### config.mk
export PLATFORM = sky130hd
export DESIGN_NAME = cle_out
export DESIGN_NICKNAME = d
export VERILOG_FILES = /design/src/cle_out.sv
export SDC_FILE = /design/constraint.sdc
export NUM_CORES = 1
export LEC_CHECK = 0
export BUFFER_PORTS_ARGS = -buffer_cell sky130_fd_sc_hd__buf_4
export CAP_MARGIN = 20
export CORE_ASPECT_RATIO = 0.9
export CORE_MARGIN = 2
export CORE_UTILIZATION = 40
export DETAILED_ROUTE_END_ITERATION = 8
export PLACE_DENSITY = 0.79
export REMOVE_ABC_BUFFERS = 1
export SKIP_LAST_GASP = 1
export SLEW_MARGIN = 10
export SYNTH_ARGS = -nofsm -noshare
export SYNTH_HDL_FRONTEND = slang
export SYNTH_SLANG_ARGS = --single-unit
### constraint.sdc
create_clock -name clk -period 1.5 [get_ports clk]
set_clock_uncertainty 0.15 [all_clocks]
set_input_delay 0.15 -clock clk [delete_from_list [all_inputs] [get_ports clk]]
set_output_delay 0.15 -clock clk [all_outputs]
set_load 0.005 [all_outputs]
### src/cle_out.sv
// Result holding register between the sequencer and the result channel.
`default_nettype none
module cle_out #(
	parameter int DATA_WIDTH = 32,
	parameter int CNT_W      = 9
) (
	input  wire logic                  clk,
	input  wire logic                  arst_n,
	input  wire logic                  load_valid,
	output logic                       load_ready,
	input  wire logic [DATA_WIDTH-1:0] load_data,
	input  wire logic [1:0]            load_status,
	input  wire logic [CNT_W-1:0]      load_count,
	output logic                       rsp_valid,
	input  wire logic                  rsp_ready,
	output logic      [DATA_WIDTH-1:0] data_out,
	output logic      [1:0]            status,
	output logic      [CNT_W-1:0]      element_count
);
	logic                  valid_q;
	logic [DATA_WIDTH-1:0] data_q;
	logic [1:0]            status_q;
	logic [CNT_W-1:0]      count_q;

	assign load_ready = !valid_q || rsp_ready;

	always_ff @(posedge clk or negedge arst_n) begin
		if (!arst_n) begin
			valid_q <= 1'b0;
		end else if (load_ready) begin
			valid_q <= load_valid;
		end
	end

	always_ff @(posedge clk) begin
		if (load_ready && load_valid) begin
			data_q   <= load_data;
			status_q <= load_status;
			count_q  <= load_count;
		end
	end

	assign rsp_valid     = valid_q;
	assign data_out      = data_q;
	assign status        = status_q;
	assign element_count = count_q;
endmodule
`default_nettype wire

* After elaboration in Yosys (flattened, before gate mapping)
Cells that the tools add are included.
** Word-level totals
- Bits in registers :: 44
- Input port bits :: 47
- Output and inout bits :: 45
** Operators by class
- Reduce and logical (&&, ||, !) cells :: 3
** Operator list (count)
- $logic_and A1 B1 Y1 :: 1
- $logic_not A1 Y1 :: 1
- $logic_or A1 B1 Y1 :: 1

* Logic depth before layout (Yosys ltp)
- Depth after elaboration :: 3
- Gate-level depth with buffers :: 2

* Least setup slack after synthesis
Ideal clock, no wire load.
- Path kind :: register to register
- Start point :: register valid_q (netlist: rsp_valid)
- End point :: register data_q[0] (netlist: data_out[0]), enable pin
- Data arrival time :: 897 ps
- Data required time :: 992 ps
- Path slack :: 95 ps
- Stages on the path, launching flop included :: 3
- Path buffers :: 0
- Cells stage by stage :: dfrtp_1 > nand2b_4 > and2_4
** On the way
- Word-level cells in the longest chain between the ends :: 3
** Ends and longest elaborated chain
- start: declaration :: RTL line 20 : logic valid_q;
- start signal: assignment :: RTL line 31 : valid_q <= load_valid;
- $logic_not A1 Y1 :: RTL line 25 : assign load_ready = !valid_q || rsp_ready;
- $logic_or A1 B1 Y1 :: RTL line 25
- via load_ready :: RTL line 10 : output logic load_ready,
- $logic_and A1 B1 Y1 :: RTL line 36 : if (load_ready && load_valid) begin
- end signal: assignment :: RTL line 37 : data_q <= load_data;
- end: declaration :: RTL line 21 : logic [DATA_WIDTH-1:0] data_q;
The timed path passes the listed nets, and every way through them passes these cells.
A chain may end at the register's enable or synchronous reset.

* Worst setup path in the final report
- Start point :: input port load_valid
- End point :: register valid_q (netlist: rsp_valid)
** RTL lines
- start: declaration :: RTL line 9 : input wire logic load_valid,
No word-level cell between the ends.

==> flow_metrics.py <==
metrics = {
    "drt": {
        "vias": 1031,
        "wl_met2_mm": 2.10,
        "drc": 0,
        "dr.first_iter.drc_count": 39,
        "met1_length_mm": 1.52,
        "first_pass_iters": 4,
        "vias_per_cell": 4.39,
        "routed.top_layer": "met4",
        "wl_met3_microns": 400,
        "wl_per_cell_microns": 17.3,
        "antenna_left": 0,
        "wirelength_mm": 4.06,
    },
    "cells_and_area": {
        "syn_to_final_growth_pct": 96.7,
        "final_nets": 239,
        "diodes": 0,
        "fillers": 153,
        "final_layout_size_suffix_gt1_frac": 0.518,
        "fin_cells": 235,
    },
    "sta": {
        "period_needed_ns": 1.47,
        "timing.hold.ws_ns": 0.0259,
        "final-max-slew-violation-count": 0,
        "period_share": 0.980,
        "rsz0062_at_grt": "false",
        "relSlewSlack": 0.846,
        "fin_ws_ns": 0.0304,
        "setup_viol": 0,
        "tightestPinTransition_ns": 0.232,
        "hold_viol": 0,
        "maxClockFrequency_mhz": 680,
        "setup_tns_ns": 0,
    },
    "clock_network": {
        "postCtsSetupRepairBufs": 0,
        "clockBufferDepth": 2,
        "tritoncts": "built",
        "clk_latency_ns": 0.29,
        "cts_buffers": 5,
        "htreeDepth": 2,
        "path_clk_slew_ns": 0.08,
        "cts_sinks": 44,
        "cts_root_buffer": "clkbuf_8",
    },
    "pwr": {
        "power_frac_comb": 0.140,
        "ir_drop_uv": 949,
        "leakagePower_nw": 1.11,
        "p_switching_uw": 524,
        "p_per_area_nw_per_um2": 951,
        "power_frac_seq": 0.577,
        "p_sw_frac": 0.208,
        "power.share.clock": 0.282,
        "internal-power_mw": 1.99,
    },
    "setup_path": {
        "cp_num_buf_inv": 3,
        "worstPathMaxFanout": 2,
        "crit_type": "in2reg",
        "path_delay_family": "buffers and inverters",
        "critPathArrivalTime_ns": 1.50,
        "max_stage_delay_ns": 0.55,
        "endpoint_kind": "flop",
        "r2r_slack_ns": 0.12,
        "path_cells": "dlygate4sd3_1 > buf_4 > nand2b_1 > dlygate4sd3_1",
        "worstSetupStartpointType": "input pin",
        "cp_slowest_cell": "dlygate4sd3_1",
        "cp_common_cell": "dlygate4sd3_1",
        "required_ns": 1.53,
    },
    "floorplanning": {
        "rows": 19,
        "die_y_microns": 59.0,
        "io_pins": 92,
        "die_area_sq_um": 3840,
        "core_area_sq_um": 3140,
        "die_w_microns": 65.1,
        "start_util": 0.429,
    },
    "logic_synthesis": {
        "yosysSeqAreaShare": 0.979,
        "netlist_area_sq_um": 1350,
        "ys_seq_elements": 44,
        "syn_inst": 47,
        "ys_types": 5,
        "yosys_warnings": 0,
        "avgSynthCellArea_sq_um": 28.6,
    },
    "grt": {
        "grt_pass1_vias": 1185,
        "track_usage": 0.220,
        "grt_max_degree": 44,
        "grt-ovfl-total": 0,
        "antenna_found_initial": 0,
        "grt_pass1_wl_mm": 5.83,
    },
    "job": {
        "cap_violations": 0,
    },
    "placed_design": {
        "portBuffers": 91,
        "placed_cells": 181,
        "gp_congestion": 0.664,
        "place_ws_ns": 0.174,
    },
    "status": {
        "outcome": "finished, final reports clean",
    },
    "worst_hold_path": {
        "hold_class": "in2async",
    },
}
metrics by stage:
step | utilization | power [mW] | area (sq um)
floorplan | - | 1.51 | 1350
CTS | 0.843 | 2.50 | 2650
detailed placement | 0.669 | 1.72 | 2100
finish | 0.843 | 2.52 | 2650
global route | 0.843 | 2.60 | 2650
global placement | 0.669 | 1.71 | 2100
final timing paths:
| path | startpoint | endpoint | depth (start not counted) |
|---|---|---|---|
| max | load_valid | rsp_valid$_DFFE_PN0P_ | 4 |
| min | arst_n | rsp_valid$_DFFE_PN0P_ | 2 |
| max reg2reg | rsp_valid$_DFFE_PN0P_ | element_count[7]$_DFFE_PP_ | 3 |
| min reg2reg | rsp_valid$_DFFE_PN0P_ | data_out[27]$_DFFE_PP_ | 3 |
| max in group asynchronous | arst_n | rsp_valid$_DFFE_PN0P_ | 2 |
| min in group clk | load_count[5] | element_count[5]$_DFFE_PP_ | 2 |
logic make-up after synthesis:
family / after synthesis / share of synthesized area
simple gates: 3 / 0.0214
flops: 44 / 0.979
synthesized netlist by cell type:
cell type   n  share of area
nand2b_1    1         0.0047
nand2b_4    1          0.010
and2_4      1         0.0065
edfxtp_1   43           0.96
dfrtp_1     1          0.019
power by group through the flow:
stage          logic [mW]  clock network, mW  registers (mW)
6_report            0.353              0.710            1.45
3_3_place_gp        0.238                  0            1.47
3_5_place_dp        0.244                  0            1.48
5_1_grt             0.374              0.765            1.46
4_1_cts             0.339              0.707            1.45
2_1_floorplan      0.0287                  0            1.48
sequential cells by signal (all words and copies together) (netlist names):
register,count
data_out,32
element_count,9
rsp_valid,1
status,2
routing by layer:
layer	GRT usage	up-vias
met4	0.0923	0
met5	0	-
met1	0.243	485
met3	0.0837	4
met2	0.387	66
li1	-	476
final cells by class:
| class | instances | area [sq um] | area share |
|---|---|---|---|
| timing repair buffer | 138 | 1160 | 0.440 |
| clock inverter | 2 | 11.3 | 0.00426 |
| clock buffer | 6 | 72.6 | 0.0274 |
| multi-input combinational | 3 | 28.8 | 0.0109 |
| sequential | 44 | 1320 | 0.498 |
| tap | 42 | 52.6 | 0.0199 |
what timing repair did:
item | in CTS | in global routing
endpoints found under the hold margin | 45 | 0
hold buffers | 46 | 0
resized for setup | 0 | 0
placed cells by master (no fill, tap or decap), drive strengths merged:
master       instances
buf                 92
dlygate4sd3         46
clkinvlp             1
and2                 1
dfrtp                1
clkinv               1
edfxtp              43
clkbuf               6
nand2b               2
(Power assumes the default switching activity.)
