--- src/cle_pkg.sv ---
// Shared constants of the circular list engine: defaults, operation and status codes.
`default_nettype none
package cle_pkg;
	localparam int CAPACITY_DEF   = 256;
	localparam int DATA_WIDTH_DEF = 32;

	localparam logic [2:0] OP_INS_TAIL = 3'd0;
	localparam logic [2:0] OP_INS_HEAD = 3'd1;
	localparam logic [2:0] OP_REWIND   = 3'd2;
	localparam logic [2:0] OP_ADVANCE  = 3'd3;
	localparam logic [2:0] OP_REMOVE   = 3'd4;

	localparam logic [1:0] ST_OK    = 2'd0;
	localparam logic [1:0] ST_EMPTY = 2'd1;
	localparam logic [1:0] ST_FULL  = 2'd2;
	localparam logic [1:0] ST_NOCUR = 2'd3;
endpackage
`default_nettype wire

--- src/cle_seq.sv ---
// Request sequencer: list pointers, free list and read-modify-write of the node RAMs.
`default_nettype none
module cle_seq
	import cle_pkg::*;
#(
	parameter int CAPACITY   = CAPACITY_DEF,
	parameter int DATA_WIDTH = DATA_WIDTH_DEF,
	localparam int SLOT_W    = $clog2(CAPACITY),
	localparam int CNT_W     = $clog2(CAPACITY + 1)
) (
	input  wire logic                  clk,
	input  wire logic                  arst_n,
	input  wire logic                  req_valid,
	output logic                       req_ready,
	input  wire logic [2:0]            op,
	input  wire logic [DATA_WIDTH-1:0] data_in,
	output logic                       res_valid,
	input  wire logic                  res_ready,
	output logic      [DATA_WIDTH-1:0] res_data,
	output logic      [1:0]            res_status,
	output logic      [CNT_W-1:0]      res_count,
	output logic                       lk_we,
	output logic      [SLOT_W-1:0]     lk_waddr,
	output logic      [SLOT_W-1:0]     lk_wdata,
	output logic      [SLOT_W-1:0]     lk_raddr,
	input  wire logic [SLOT_W-1:0]     lk_rdata,
	output logic                       vl_we,
	output logic      [SLOT_W-1:0]     vl_waddr,
	output logic      [DATA_WIDTH-1:0] vl_wdata,
	output logic      [SLOT_W-1:0]     vl_raddr,
	input  wire logic [DATA_WIDTH-1:0] vl_rdata
);
	typedef enum logic [3:0] {
		S_IDLE  = 4'b0001,
		S_EXEC  = 4'b0010,
		S_STEP2 = 4'b0100,
		S_DONE  = 4'b1000
	} seq_state_t;

	localparam logic [CNT_W-1:0] CAP_CNT = CNT_W'(CAPACITY);

	seq_state_t            state_q;
	logic [2:0]            op_q;
	logic [DATA_WIDTH-1:0] data_q;
	logic [DATA_WIDTH-1:0] res_data_q;
	logic [1:0]            res_status_q;
	logic [SLOT_W-1:0]     tail_q;
	logic [SLOT_W-1:0]     head_q;
	logic [SLOT_W-1:0]     cursor_q;
	logic [SLOT_W-1:0]     prior_q;
	logic [SLOT_W-1:0]     slot_q;
	logic [SLOT_W-1:0]     free_head_q;
	logic                  free_ne_q;
	logic                  cur_ready_q;
	logic                  started_q;
	logic [CNT_W-1:0]      count_q;
	logic [CNT_W-1:0]      fresh_q;

	logic                  is_ins;
	logic                  q_ins;
	logic [SLOT_W-1:0]     new_slot;
	logic [CNT_W-1:0]      fresh_nx;
	logic [CNT_W-1:0]      count_inc;

	assign is_ins    = (op == OP_INS_TAIL) || (op == OP_INS_HEAD);
	assign q_ins     = (op_q == OP_INS_TAIL) || (op_q == OP_INS_HEAD);
	assign new_slot  = free_ne_q ? free_head_q : fresh_q[SLOT_W-1:0];
	assign fresh_nx  = free_ne_q ? fresh_q : fresh_q + 1'b1;
	assign count_inc = count_q + 1'b1;

	assign req_ready  = (state_q == S_IDLE);
	assign res_valid  = (state_q == S_DONE);
	assign res_data   = res_data_q;
	assign res_status = res_status_q;
	assign res_count  = count_q;

	always_comb begin
		lk_raddr = is_ins ? free_head_q : cursor_q;
		vl_raddr = (state_q == S_EXEC) ? lk_rdata :
			((op == OP_REWIND) ? head_q : cursor_q);
		lk_we    = 1'b0;
		lk_waddr = slot_q;
		lk_wdata = free_head_q;
		vl_we    = 1'b0;
		vl_waddr = new_slot;
		vl_wdata = data_q;
		case (state_q)
			S_EXEC: begin
				if (q_ins) begin
					vl_we    = 1'b1;
					lk_we    = 1'b1;
					lk_waddr = new_slot;
					lk_wdata = (count_q == '0) ? new_slot : head_q;
				end else if (op_q == OP_REMOVE) begin
					lk_we    = 1'b1;
					lk_waddr = prior_q;
					lk_wdata = lk_rdata;
				end
			end
			S_STEP2: begin
				if (q_ins) begin
					lk_we    = 1'b1;
					lk_waddr = tail_q;
					lk_wdata = slot_q;
				end else if (op_q == OP_REMOVE) begin
					lk_we    = 1'b1;
					lk_waddr = slot_q;
					lk_wdata = free_head_q;
				end
			end
			default: begin
			end
		endcase
	end

	always_ff @(posedge clk or negedge arst_n) begin
		if (!arst_n) begin
			state_q     <= S_IDLE;
			tail_q      <= '0;
			head_q      <= '0;
			cursor_q    <= '0;
			prior_q     <= '0;
			free_head_q <= '0;
			free_ne_q   <= 1'b0;
			cur_ready_q <= 1'b0;
			started_q   <= 1'b0;
			count_q     <= '0;
			fresh_q     <= '0;
		end else begin
			case (state_q)
				S_IDLE: begin
					if (req_valid) begin
						state_q <= S_EXEC;
						case (op)
							OP_INS_TAIL, OP_INS_HEAD: begin
								if (count_q == CAP_CNT) state_q <= S_DONE;
							end
							OP_REWIND: begin
								if (count_q == '0) state_q <= S_DONE;
							end
							OP_ADVANCE: begin
								if (count_q == '0 || !started_q) state_q <= S_DONE;
							end
							OP_REMOVE: begin
								if (count_q == '0 || !cur_ready_q) state_q <= S_DONE;
							end
							default: begin
								state_q <= S_DONE;
							end
						endcase
					end
				end
				S_EXEC: begin
					case (op_q)
						OP_INS_TAIL, OP_INS_HEAD: begin
							if (free_ne_q) free_head_q <= lk_rdata;
							fresh_q   <= fresh_nx;
							count_q   <= count_inc;
							free_ne_q <= (fresh_nx != count_inc);
							if (count_q == '0) begin
								tail_q  <= new_slot;
								head_q  <= new_slot;
								state_q <= S_DONE;
							end else begin
								state_q <= S_STEP2;
							end
						end
						OP_REWIND: begin
							prior_q     <= tail_q;
							cursor_q    <= head_q;
							cur_ready_q <= 1'b1;
							started_q   <= 1'b1;
							state_q     <= S_DONE;
						end
						OP_ADVANCE: begin
							prior_q     <= cursor_q;
							cursor_q    <= lk_rdata;
							cur_ready_q <= 1'b1;
							state_q     <= S_STEP2;
						end
						OP_REMOVE: begin
							if (count_q == CNT_W'(1)) begin
								tail_q    <= '0;
								started_q <= 1'b0;
							end else if (cursor_q == tail_q) begin
								tail_q <= prior_q;
							end
							if (cursor_q == head_q) head_q <= lk_rdata;
							cursor_q    <= prior_q;
							cur_ready_q <= 1'b0;
							count_q     <= count_q - 1'b1;
							free_ne_q   <= 1'b1;
							state_q     <= S_STEP2;
						end
						default: begin
							state_q <= S_DONE;
						end
					endcase
				end
				S_STEP2: begin
					if (q_ins) begin
						if (cur_ready_q && prior_q == tail_q) prior_q <= slot_q;
						if (op_q == OP_INS_TAIL) begin
							tail_q <= slot_q;
						end else begin
							head_q <= slot_q;
						end
					end else if (op_q == OP_REMOVE) begin
						free_head_q <= slot_q;
					end
					state_q <= S_DONE;
				end
				S_DONE: begin
					if (res_ready) state_q <= S_IDLE;
				end
				default: begin
					state_q <= S_IDLE;
				end
			endcase
		end
	end

	always_ff @(posedge clk) begin
		case (state_q)
			S_IDLE: begin
				op_q         <= op;
				data_q       <= data_in;
				res_data_q   <= '0;
				res_status_q <= ST_OK;
				case (op)
					OP_INS_TAIL, OP_INS_HEAD: begin
						if (count_q == CAP_CNT) res_status_q <= ST_FULL;
					end
					OP_REWIND: begin
						if (count_q == '0) res_status_q <= ST_EMPTY;
					end
					OP_ADVANCE: begin
						if (count_q == '0) res_status_q <= ST_EMPTY;
						else if (!started_q) res_status_q <= ST_NOCUR;
					end
					OP_REMOVE: begin
						if (count_q == '0) res_status_q <= ST_EMPTY;
						else if (!cur_ready_q) res_status_q <= ST_NOCUR;
					end
					default: begin
					end
				endcase
			end
			S_EXEC: begin
				if (q_ins) slot_q <= new_slot;
				if (op_q == OP_REMOVE) slot_q <= cursor_q;
				if (op_q == OP_REWIND || op_q == OP_REMOVE) res_data_q <= vl_rdata;
			end
			S_STEP2: begin
				if (op_q == OP_ADVANCE) res_data_q <= vl_rdata;
			end
			default: begin
			end
		endcase
	end
endmodule
`default_nettype wire

--- config.mk ---
export PLATFORM = sky130hd
export DESIGN_NAME = cle_seq
export DESIGN_NICKNAME = d
export VERILOG_FILES = /design/src/cle_pkg.sv /design/src/cle_seq.sv
export SDC_FILE = /design/constraint.sdc
export NUM_CORES = 1
export LEC_CHECK = 0
export BUFFER_PORTS_ARGS = -buffer_cell sky130_fd_sc_hd__buf_2
export CORE_ASPECT_RATIO = 1.2
export CORE_MARGIN = 2
export CORE_UTILIZATION = 49
export CTS_CLUSTER_DIAMETER = 100
export DETAILED_ROUTE_END_ITERATION = 8
export GPL_TIMING_DRIVEN = 0
export HOLD_SLACK_MARGIN = 0.02
export PLACE_DENSITY = 0.77
export SYNTH_ARGS = -nofsm -noshare
export SYNTH_HDL_FRONTEND = slang
export SYNTH_SLANG_ARGS = --single-unit
--- constraint.sdc ---
create_clock -name clk -period 6.3 [get_ports clk]
set_clock_uncertainty 0.1 [all_clocks]
set_input_delay 0 -clock clk [delete_from_list [all_inputs] [get_ports clk]]
set_output_delay 0 -clock clk [all_outputs]
set_load 0.05 [all_outputs]
-- After elaboration in Yosys (flattened, before gate mapping)
Index checks and enable logic that the tools add are counted.
- bits in registers: 142
- input bits: 79
- word-level logic and storage cells: 158
- $add $sub $neg: 3
- equal/unequal tests: 36
- mux-type cells: 68
- reduce and logical (&&, ||, !) cells: 35
- operators with widths (kind ; count):
    $mux W8 ; 27
    $pmux W8 S2 ; 9
    $pmux W32 S3 ; 1
    $mux W32 ; 2
    $pmux W4 S4 ; 2
    $mux W4 ; 7
    $eq A8 B8 Y1 ; 3
    $pmux W8 S3 ; 1
    $ne A2 B2 Y1 const B ; 10
    $add A9 B1 Y9 const B ; 2
    $pmux W9 S2 ; 1
    $eq A3 B2 Y1 const B ; 4
    $reduce_and A2 Y1 ; 6
    $mux W2 ; 5
    $reduce_and A5 Y1 ; 2
    $reduce_bool A2 Y1 ; 5
    $reduce_or A2 Y1 ; 5
    $eq A9 B1 Y1 const B ; 1
    $eq A9 B9 Y1 const B ; 1
    $logic_not A9 Y1 ; 1
    $mux W9 ; 1
    $ne A9 B9 Y1 ; 1
    $sub A9 B1 Y9 const B ; 1
    $pmux W2 S4 ; 1
    other kinds (21) ; 43

-- Logic depth before layout (Yosys ltp)
- depth in word-level cells: 6
- mapped depth: 8
- depth with buffers taken out: 6

-- Worst setup path after synthesis
Ideal clock, no wire load.
- path type: reg-to-reg
- start point: register state_q[1]
- end point: register res_data_q[0], in the netlist res_data[0] (enable)
- data arrival time: 7.532 ns
- path slack: -1.797 ns
- cell stages (with the launch flop): 5
- cell sequence: dfrtp_1 -> buf_2 -> nor4b_1 -> a21oi_1 -> o21ai_0
- longest elaborated chain between the ends: 3
- elaborated cells on any way between the ends: 7
- ends and longest elaborated chain (item ; line ; text):
    start: declaration ; cle_seq.sv:42 ; seq_state_t state_q;
    start signal: assignment ; cle_seq.sv:118 ; state_q <= S_IDLE;
    start signal: assignment ; cle_seq.sv:133 ; state_q <= S_EXEC;
    start signal: assignment ; cle_seq.sv:136 ; if (count_q == CAP_CNT) state_q <= S_DONE;
    $eq A4 B1 Y1 ; - ;
    via req_ready ; cle_seq.sv:14 ; output logic req_ready,
    $reduce_bool A3 Y1 (no source line) ; - ;
    $reduce_and A3 Y1 (no source line) ; - ;
    end signal: assignment ; cle_seq.sv:252 ; if (op_q == OP_REWIND || op_q == OP_REMOVE) res_data_q <= vl_rdata;
    end signal: assignment ; cle_seq.sv:255 ; if (op_q == OP_ADVANCE) res_data_q <= vl_rdata;
    end: declaration ; cle_seq.sv:45 ; logic [DATA_WIDTH-1:0] res_data_q;
The timed path passes the listed nets, and every way through them passes these cells.
A chain may end at the register's enable or synchronous reset.

-- Worst setup path after layout
- start point: register state_q[3]
- end point: register res_data_q[29], in the netlist res_data[29] (enable)
- longest elaborated chain between the ends: 3
- elaborated cells on any way between the ends: 7
- ends and longest elaborated chain (item ; line ; text):
    $eq A4 B3 Y1, or another cell as far along ; cle_seq.sv:224 ; case (state_q)
    $ne A2 B2 Y1 (no source line), or another cell as far along ; - ;
    $reduce_and A3 Y1 (no source line) * ; - ;
Mark *: on every way between the ends. The rest lies on a longest branch, timed or not.

==> impl_metrics.ini <==
[yosys]
synth_mux_area_share_pct = 7.03
synth_commonest_cells = edfxtp_1, nand2_1, dfrtp_1, nor2_1, a21oi_1
yosysMostFrequentCell = edfxtp_1
syn_avg_cell_area_um2 = 10.4
async_flop_share_pct = 45.8
synth_fa_ha_area_share_pct = 0.798
synth_warnings = 0
yosys.area_share.xor_xnor_pct = 7.47
synth_top_area_share_pct = 29.5
yosysTopAreaCell = edfxtp_1
synth_edf_count = 77
syn_inst = 756
yosys.area_share.simple_pct = 15.5
synth_fp_nets = 840
synth_seq_cells = 142
synthTopCellsByArea = edfxtp_1, dfrtp_1, mux2_2
yosysUniqueCellTypes = 59
yosysSeqAreaShare_pct = 50.2
synth_area_mm2 = 0.00784
synth_top_flop_cell = edfxtp_1
synth_top_family_by_area = simple AND/OR/NAND/NOR gates
synth_compound_area_share_pct = 15.0

[routing]
vias = 7433
drt_iter0_drc = 710
viasPerCell = 5.83
drc = 0
ant_nets = 0
wire_per_inst_um = 20.5
drt_wl_total_um = 26100
drt-pass1-iter-count = 6

[placement]
hpwl_um = 17800
place.gp.congestion = 0.995
io_buffers = 197

[critical_path]
cp-end-kind = flip-flop
r2r-start = state_q[3]
rrSetupSlack_ps = 2770
startpoint_type = flip-flop
r2r_cells = 5
crit_start = state_q[3]
crit_type = flip-flop to flip-flop
path_max_fanout = 32
worstPathRequired_ps = 6250
cp.arrival_ps = 3480
r2r-end = res_data[29]

[sta]
hold_viol = 0
fin_crit_sh_pct = 56.1
worst_pin_slew_ps = 1060
maxSlewViolCount = 0
setup_violations = 0
setup_tns_ps = 0
rsz0062_at_grt = false
fmax_ghz = 0.283
fin_crit_ps = 3530
relSlewSlack_pct = 29.0

[pwr]
power.internal_mw = 2.39
p_per_area_mw_per_mm2 = 446
pwr-share-seq_pct = 30.9
power.share.switching_pct = 49.2
power.switching_mw = 2.32
p_clk_share_pct = 21.7
cellLeakagePower_nw = 4.65
finalPower_mw = 4.71
ir_drop_mv = 0.255
pwr-share-comb_pct = 47.4

[cells_and_area]
nNetsFinal = 1137
syn_to_final_growth_pct = 34.5
drive_gt1_share_pct = 27.5
fill_cells = 1253
num_antenna_cells = 0

[global_routing]
grt_remaining_overflow = 0
track_usage_pct = 31.0
grt_max_degree = 66
use_met2_pct = 54.7
globalRouteMet1Util_pct = 35.6
grt_util_met3_pct = 6.01
antenna_found_initial = 0
grt_pass1_vias = 7326
busiest_layer = met2
grt_pass1_wl_um = 40400

[die]
die_area_mm2 = 0.0170
fp.dieH_um = 143
pin_count = 198
placementRows = 50
die_width_um = 119
start_util_pct = 50.2
core_area_mm2 = 0.0156

[cts]
cts_max_path_buffers = 2
root_buffer = clkbuf_16
clock-sinks = 142
cts_setup_buffers = 0
ctsHoldBuffers = 78
cts_resized = 0
cts_made_buffers = 17
h-tree-depth = 4
cts_tree = built
cts.clk_slew.worst_paths_ps = 70
clkLatencyLatePin_ps = 440

[flow_run]
maxCapViolations = 0

[min_path]
hp-class = input port to async pin

[status]
status = finished, final reports clean
==> critical path, cell delays in order, from the launching register on <==
cell,delay [ps]
dfrtp_1,490
nand2b_1,220
nor3_1,820
clkbuf_1,510
a21oi_1,210
o21ai_4,780
==> final cells by class <==
cell class,instances,area [um^2],area share (%)
multi-input combinational,536,3620,34.3
clock buffer,17,425,4.03
inverter,22,82.6,0.783
timing repair buffer,278,1810,17.1
sequential,142,3940,37.4
clock inverter,15,184,1.74
buffer,56,231,2.19
tap,208,260,2.47
==> registers in the layout (all words and copies together), names as in the netlist, 8 cells and up <==
signal and count:
tail_q 8, res_data 32, vl_wdata 32, head_q 8, res_count 9, free_head_q 8, prior_q 8, slot_q 8
fresh_q 9, cursor_q 8
==> metrics by stage <==
stage                     std cells  util, %  instance area [um^2]  hold slack [ps]  worst slack (ps)
final                          1274     67.4                 10500              133              2770
after global routing           1274     67.4                 10500              163              2570
after CTS                      1274     67.4                 10500              165              2800
after detailed placement       1164     58.5                  9160             74.0              2810
after global placement         1161     58.2                  9100             77.0               159
after floorplan                 756        -                  7850             -396               867
==> cell families (layout without fill, tap and decap cells) <==
logic type,after synthesis,in the layout
buffers and inverters,78,388
AOI/OAI and AO/OA,183,183
and+or+nand+nor,238,238
DFF,142,142
adders and majority gates,5,5
muxes,51,51
xor gates and xnor gates,59,59
==> routing by layer <==
metal  wire [um]  vias up  share of wire (%)
li1            -     3358                  -
met2       13200      479                 51
met4        1120        0                4.3
met5           0        -                  0
met1        9600     3510                 37
met3        2130       86                8.2
==> power groups by stage <==
stage | clock network [mW] | registers [mW] | logic [mW]
2_1_floorplan | 0 | 2.16 | 0.900
5_1_grt | 1.06 | 1.47 | 2.35
3_5_place_dp | 0 | 1.45 | 2.16
4_1_cts | 1.02 | 1.43 | 2.20
3_3_place_gp | 0 | 1.47 | 2.09
6_report | 1.02 | 1.45 | 2.23
==> worst max-delay path by stage <==
stage                    to  slack (ps)  cells after the start
2_1_floorplan   res_data[0]         870                      4
3_3_place_gp   res_data[13]         160                      4
3_5_place_dp   res_data[14]        2810                      5
4_1_cts        res_data[29]        2800                      5
5_1_grt        res_data[29]        2570                      5
6_report       res_data[29]        2770                      5
==> layout by cell type (no fill, tap or decap), types with 6 or more instances in the layout <==
master / count
and3_1: 34
mux2i_1: 18
xor2_1: 32
a22oi_1: 25
a221o_1: 8
dlygate4sd3_1: 78
nand4b_1: 6
nor3_1: 11
nand3_1: 13
xnor2_1: 22
a31oi_1: 18
o21ai_0: 46
clkbuf_16: 17
buf_2: 207
inv_1: 21
mux2_2: 33
nor2_1: 56
a21oi_1: 52
dfrtp_1: 64
inv_8: 6
a22o_1: 9
a32o_1: 9
clkbuf_1: 40
edfxtp_1: 77
nand2_1: 72
No activity file was read; power rests on OpenSTA's default activity.
